File: src/rtl/core/spq_pkg.sv
// Types and codes shared by the sorted priority queue modules
package spq_pkg;

  localparam int unsigned ValueW = 32;
  localparam int unsigned PrioW  = 16;
  localparam int unsigned OccW   = 5;

  localparam logic OpInsert = 1'b0;
  localparam logic OpRemove = 1'b1;

  typedef enum logic [1:0] {
    StInserted = 2'd0,
    StRemoved  = 2'd1,
    StEmpty    = 2'd2,
    StFull     = 2'd3
  } spq_status_e;

  // Per-cycle command broadcast to every cell of the chain
  typedef struct packed {
    logic shift_in;   // insert: open a slot and take the new entry
    logic shift_out;  // remove: advance every entry towards the front
  } spq_ctrl_t;

  typedef struct packed {
    logic              valid;
    logic [ValueW-1:0] value;
    logic [PrioW-1:0]  prio;
  } spq_entry_t;

endpackage

File: src/rtl/core/sorted_priority_queue.sv
// Sorted priority queue built from a chain of compare-and-shift cells
//
//   channel  | dir | tdata (low bit up)                               | tuser
//   s_axis   | in  | item_value[31:0], item_priority[47:32]           | op[0]
//   m_axis   | out | out_value[31:0], out_priority[47:32],            | status[1:0]
//            |     | occupancy[52:48], zero fill [55:53]              |
//
// One item is taken per cycle unless the output stalls; its result appears in the output
// register the next cycle. Every cell compares its priority with the new one in parallel,
// so an insert or a remove updates the whole chain at once, whatever the occupancy.
// Reset empties the chain at once by clearing the cell valid flags and the count.
// s_axis_tready follows the output register: a new transfer is taken while the held
// result is free or is being taken in the same cycle.
module sorted_priority_queue
  import spq_pkg::*;
#(
  parameter int unsigned CAPACITY = 16
) (
  input  logic        clk_i,
  input  logic        rst_ni,
  input  logic        s_axis_tvalid,
  output logic        s_axis_tready,
  input  logic [47:0] s_axis_tdata,  // item_value[31:0], item_priority[47:32]
  input  logic [0:0]  s_axis_tuser,  // op[0]
  output logic        m_axis_tvalid,
  input  logic        m_axis_tready,
  output logic [55:0] m_axis_tdata,  // out_value[31:0], out_priority[47:32], occupancy[52:48]
  output logic [1:0]  m_axis_tuser   // status[1:0]
);

  localparam int unsigned CntW = $clog2(CAPACITY + 1);

  spq_ctrl_t   ctrl;
  spq_entry_t  new_entry;
  spq_entry_t  idle_entry;
  spq_entry_t  cell_entry [CAPACITY];
  logic        cell_gt    [CAPACITY];

  logic            accept;
  logic            is_remove;
  logic            full;
  logic            empty;
  logic [CntW-1:0] count_q, count_d;
  logic [CntW+4:0] count_ext;
  spq_status_e     status;

  logic              out_valid_q;
  spq_status_e       out_status_q;
  logic [ValueW-1:0] out_value_q;
  logic [PrioW-1:0]  out_prio_q;
  logic [OccW-1:0]   out_occ_q;

  assign s_axis_tready = !out_valid_q || m_axis_tready;
  assign accept        = s_axis_tvalid && s_axis_tready;
  assign is_remove     = (s_axis_tuser[0] == OpRemove);
  assign full          = (count_q == CntW'(CAPACITY));
  assign empty         = (count_q == '0);

  assign ctrl.shift_in  = accept && !is_remove && !full;
  assign ctrl.shift_out = accept && is_remove && !empty;

  assign new_entry.valid = 1'b1;
  assign new_entry.value = s_axis_tdata[31:0];
  assign new_entry.prio  = s_axis_tdata[47:32];

  assign idle_entry.valid = 1'b0;
  assign idle_entry.value = '0;
  assign idle_entry.prio  = '0;

  for (genvar i = 0; i < CAPACITY; i++) begin : g_cell
    spq_cell u_cell (
      .clk_i     (clk_i),
      .rst_ni    (rst_ni),
      .ctrl_i    (ctrl),
      .new_i     (new_entry),
      .prev_i    ((i == 0) ? idle_entry : cell_entry[(i == 0) ? 0 : i - 1]),
      .next_i    ((i == CAPACITY - 1) ? idle_entry
                                      : cell_entry[(i == CAPACITY - 1) ? i : i + 1]),
      .prev_gt_i ((i == 0) ? 1'b0 : cell_gt[(i == 0) ? 0 : i - 1]),
      .entry_o   (cell_entry[i]),
      .gt_o      (cell_gt[i])
    );
  end

  always_comb begin
    count_d = count_q;
    if (ctrl.shift_in) begin
      count_d = count_q + 1'b1;
    end else if (ctrl.shift_out) begin
      count_d = count_q - 1'b1;
    end
  end

  always_comb begin
    if (is_remove) begin
      status = empty ? StEmpty : StRemoved;
    end else begin
      status = full ? StFull : StInserted;
    end
  end

  // Occupancy field keeps only its low five bits
  assign count_ext = {5'd0, count_d};

  always_ff @(posedge clk_i or negedge rst_ni) begin
    if (!rst_ni) begin
      count_q     <= '0;
      out_valid_q <= 1'b0;
    end else begin
      count_q <= count_d;
      if (accept) begin
        out_valid_q <= 1'b1;
      end else if (m_axis_tready) begin
        out_valid_q <= 1'b0;
      end
    end
  end

  always_ff @(posedge clk_i) begin
    if (accept) begin
      out_status_q <= status;
      out_occ_q    <= count_ext[OccW-1:0];
      if (ctrl.shift_out) begin
        out_value_q <= cell_entry[0].value;
        out_prio_q  <= cell_entry[0].prio;
      end else begin
        out_value_q <= '0;
        out_prio_q  <= '0;
      end
    end
  end

  assign m_axis_tvalid = out_valid_q;
  assign m_axis_tdata  = {3'b000, out_occ_q, out_prio_q, out_value_q};
  assign m_axis_tuser  = out_status_q;

endmodule

File: src/rtl/core/spq_cell.sv
// One slot of the sorted chain: holds an entry and trades it with its neighbours
module spq_cell
  import spq_pkg::*;
(
  input  logic       clk_i,
  input  logic       rst_ni,
  input  spq_ctrl_t  ctrl_i,
  input  spq_entry_t new_i,     // entry being inserted
  input  spq_entry_t prev_i,    // neighbour nearer the front
  input  spq_entry_t next_i,    // neighbour nearer the back
  input  logic       prev_gt_i, // neighbour nearer the front sits behind the new entry
  output spq_entry_t entry_o,
  output logic       gt_o
);

  logic              valid_q, valid_d;
  logic [ValueW-1:0] value_q, value_d;
  logic [PrioW-1:0]  prio_q, prio_d;

  // An empty slot counts as behind any new entry; equal priority stays in front
  assign gt_o = !valid_q || (prio_q > new_i.prio);

  always_comb begin
    valid_d = valid_q;
    value_d = value_q;
    prio_d  = prio_q;
    if (ctrl_i.shift_in) begin
      if (prev_gt_i) begin
        valid_d = prev_i.valid;
        value_d = prev_i.value;
        prio_d  = prev_i.prio;
      end else if (gt_o) begin
        valid_d = 1'b1;
        value_d = new_i.value;
        prio_d  = new_i.prio;
      end
    end else if (ctrl_i.shift_out) begin
      valid_d = next_i.valid;
      value_d = next_i.value;
      prio_d  = next_i.prio;
    end
  end

  always_ff @(posedge clk_i or negedge rst_ni) begin
    if (!rst_ni) begin
      valid_q <= 1'b0;
    end else begin
      valid_q <= valid_d;
    end
  end

  always_ff @(posedge clk_i) begin
    value_q <= value_d;
    prio_q  <= prio_d;
  end

  assign entry_o.valid = valid_q;
  assign entry_o.value = value_q;
  assign entry_o.prio  = prio_q;

endmodule

File: config.mk
export PLATFORM = sky130hd
export DESIGN_NAME = sorted_priority_queue
export DESIGN_NICKNAME = d
export VERILOG_FILES = /design/src/rtl/core/spq_pkg.sv /design/src/rtl/core/sorted_priority_queue.sv /design/src/rtl/core/spq_cell.sv
export SDC_FILE = /design/constraint.sdc
export NUM_CORES = 2
export LEC_CHECK = 0
export ABC_AREA = 0
export ABC_CLOCK_PERIOD_IN_PS = 5450
export BUFFER_PORTS_ARGS = -buffer_cell sky130_fd_sc_hd__clkbuf_2
export CAP_MARGIN = 20
export CORE_MARGIN = 10
export CORE_UTILIZATION = 30
export DETAILED_ROUTE_END_ITERATION = 6
export GPL_ROUTABILITY_DRIVEN = 0
export SYNTH_ARGS = -nofsm -noshare
export SYNTH_HDL_FRONTEND = slang
export SYNTH_SLANG_ARGS = --single-unit
File: constraint.sdc
create_clock -name clk_i -period 5.45 [get_ports clk_i]
set_input_delay 1.09 -clock clk_i [delete_from_list [all_inputs] [get_ports clk_i]]
set_output_delay 1.09 -clock clk_i [all_outputs]
set_load 0.1 [all_outputs]
==> summary.md <==
| Metric | Value |
|---|---|
| Switching power | 7.69 mW |
| Pwr Density | 394 nW/um2 |
| Port bufs | 109 |
| Critical Path Max Stage Delay | 680 ps |
| Htree depth | 3 |
| Post-synth EDFFs | 823 |
| Final nets | 4738 |
| DR vias/cell | 5.87 |
| # hold bufs at CTS | 0 |
| Vias post-DR | 39300 |
| Cell Chain, Critical Path | clkbuf_2 > inv_1 > buf_4 > ha_1 > nand4_1 > nor4_1 > a221oi_1 > o21bai_4 > o21a_4 > buf_4 |
| Class of the worst hold path | in -> async |
| Slew headroom | 31.0% |
| # Post-CTS Setup Buffers | 0 |
| Final wirelength | 170 mm |
| Run status | complete, but fails checks |
| Iteration-0 DRC Markers | 4146 |
| Mapped cell area | 49800 um2 |
| FP Rows | 149 |
| Endpoint kind of the worst setup timing path | flop |
| Post-synthesis sequential area ratio | 50.7% |
| Area growth, synth to finish | 12.4% |
| I/O pin total | 113 |
| Placed insts | 6518 |
| CP startpoint kind | primary input |
| WHS | 416 ps |
| Area contributors post-synth | edfxtp_1 (50%), ha_1 (6.5%), o221a_2 (4.5%), nand2_1 (3.9%), a221o_1 (3.9%) |
| Initial Utilization | 30.2% |
| Avg Inst Size Synth | 11.0 um2 |
| Layout cells sized above 1 | 20.9% |
| Final Setup Violations | 0 |
| Post-route cell area | 56000 um2 |
| CTS tree | yes |
| Count of cell types in the netlist | 71 |
| Top FF cell, synth | edfxtp_1 |
| TritonCTS Buffers | 96 |
| Gate Count Post-Synth | 4536 |
| Pleak | 21.0 nW |
| Register bit count reported by yosys | 845 |
| Core Box Area | 165000 um2 |
| Top cell by count, worst path | buf_4 |
| Die Height | 428 um |
| Final Cycle Share | 78.3% |
| Clk Latency, worst-skew pair | 740 ps |
| Detail Placement HPWL | 113 mm |
| Peak supply drop | 0.262 mV |
| Clk pwr share | 29.6% |
| Share of the synthesized area in the top cell type | 49.6% |
| FFs w/ async S/R, synth | 2.60% |
| Crit path max-delay family | buffers and inverters |
| DIE AREA | 183000 um2 |
| Number of global-route vias before repair | 39100 |
| Max-slew violation count | 0 |
| Clock Sink Count | 845 |
| Buf/Inv on CP | 4 |
| Area post-placement | 53000 um2 |
| Slowest-stage cell, CP | nor4_1 |
| Reg power frac | 43.2% |
| Logic pwr share | 27.2% |
| DRC violations left | 3 |
| CTS Buffer Depth | 3 |
| Clock skew after layout | 28.3 ps |
| Fmax | 234 MHz |
| Largest net degree at the start of global routing | 131 |
| Ys Warns | 0 |
| Critical Path AT | 4670 ps |
| Clock root buffer | clkbuf_16 |
| Total gr overflow | 0 |
| Crit path kind | in -> reg |
| Number of max-cap violations | 0 |
| Tot Pwr | 22.1 mW |
| Drt first pass iters | 7 |
| All-Layer GR Usage | 17.9% |
| Die width | 428 um |
| CTS resizes | 0 |
| Largest area contributor in the netlist | edfxtp_1 |
| Internal | 14.4 mW |
| Hold Vio Cnt, Final | 0 |
| Tmin final | 4270 ps |
| Data required, critical path | 5850 ps |
| Worst-margin pin slew | 1030 ps |
| Crit path max fanout | 19 |
| Initial antenna violation count | 9 |
| RSZ-0062 raised after global routing | false |
| First-pass GRT wire length | 255 mm |
| Switching share of power | 34.8% |
| Violated checks | design-rule violations |
| Clk slew on worst S/H paths | 60 ps |
| Routed len/inst | 25.4 um |
| Final Non-Filler Cells | 6694 |
| Post-DRT Antenna Nets | 0 |
[sequential cells by signal, summed over array words and instances, names as in the netlist]
name	count
count_q	5
out_prio_q	16
m_axis_tuser	2
out_occ_q	5
g_cell.u_cell.valid_q	16
g_cell.u_cell.value_q	512
m_axis_tvalid	1
g_cell.u_cell.prio_q	256
out_value_q	32
[worst reg2reg max path, stage by stage, from the launching register on]
cell and delay, ps:
dfrtp_1 410, inv_1 100, ha_1 190, nor3b_1 580
a21oi_1 270, nand2_4 490, nor2_1 300, o21ai_4 130
buf_4 650, o221a_2 410
[cell type report]
type	count	area (um2)
Antenna cell	2	5.00
Clock buffer	121	2550
Clock inverter	53	485
Fill cell	16400	109000
Inverter	53	203
Multi-Input combinational cell	3186	22800
Sequential cell	845	25300
Tap cell	2189	2740
Timing Repair Buffer	245	1980
[layer usage]
layer | wire [um] | track usage, %
met5 | 52 | 0
met3 | 12700 | 2.92
met1 | 71800 | 24.1
met2 | 79400 | 29.2
met4 | 6190 | 6.41
[final timing paths]
check,from,to,slack (ps),cells past startpoint
max,s_axis_tdata[45],g_cell[10].u_cell.prio_q[10],1180,10
min,rst_ni,m_axis_tvalid,420,1
max reg2reg,count_q[0],g_cell[7].u_cell.value_q[13],1800,9
min reg2reg,g_cell[7].u_cell.valid_q,g_cell[7].u_cell.valid_q,510,2
max in group asynchronous,rst_ni,g_cell[13].u_cell.valid_q,4490,1
min in group clk_i,g_cell[7].u_cell.valid_q,g_cell[7].u_cell.valid_q,510,2
[per-stage QoR]
stage / setup TNS, ps / utilization, % / worst slack [ps]
floorplan: -2000 / - / -41.7
global placement: 0 / 32.1 / 539
detailed placement: 0 / 32.1 / 524
CTS: 0 / 33.9 / 1290
global route: 0 / 34.0 / 1110
finish: 0 / 34.0 / 1180
[cell usage in the layout (no fill, tap or decap), types with 76 or more instances in the layout]
master / count
clkbuf_16: 97
o21ai_0: 81
clkbuf_2: 109
nor3_1: 149
a21oi_1: 209
o221a_2: 199
ha_1: 258
nor2_1: 306
nand2_1: 513
or2_2: 144
and3_1: 106
mux2_2: 99
edfxtp_1: 823
a221o_1: 192
buf_4: 103
mux2i_1: 92
a21o_1: 76
[cell families after synthesis]
kind of cell,count (synthesis),share of synthesized area [%]
flops,845,50.7
mux,191,4.09
compound gates,1187,19.2
xor+xnor,4,0.0703
buf+inv,507,4.24
simple gates,1543,15.2
fa+ha+maj,258,6.48
other cells,1,0.00753
[power by group through the flow]
stage / registers (mW) / logic, mW / clock network (mW)
finish: 9.54 / 6.01 / 6.55
global route: 9.65 / 6.48 / 6.87
CTS: 9.53 / 5.93 / 6.64
detailed placement: 9.64 / 5.91 / 0
global placement: 9.64 / 5.75 / 0
floorplan: 9.45 / 3.89 / 0
[synth_stat cells, types with 77 or more instances]
cell and n:
edfxtp_1 823, nand2_1 516, clkbuf_1 311, nor2_1 308, ha_1 258, a21oi_1 209
o221a_2 199, a221o_1 193, nor3_1 152, or2_2 143, buf_2 113, and3_1 106
mux2_2 99, mux2i_1 92, o21ai_0 82, a21o_1 77
No activity file was read; power rests on OpenSTA's default activity.
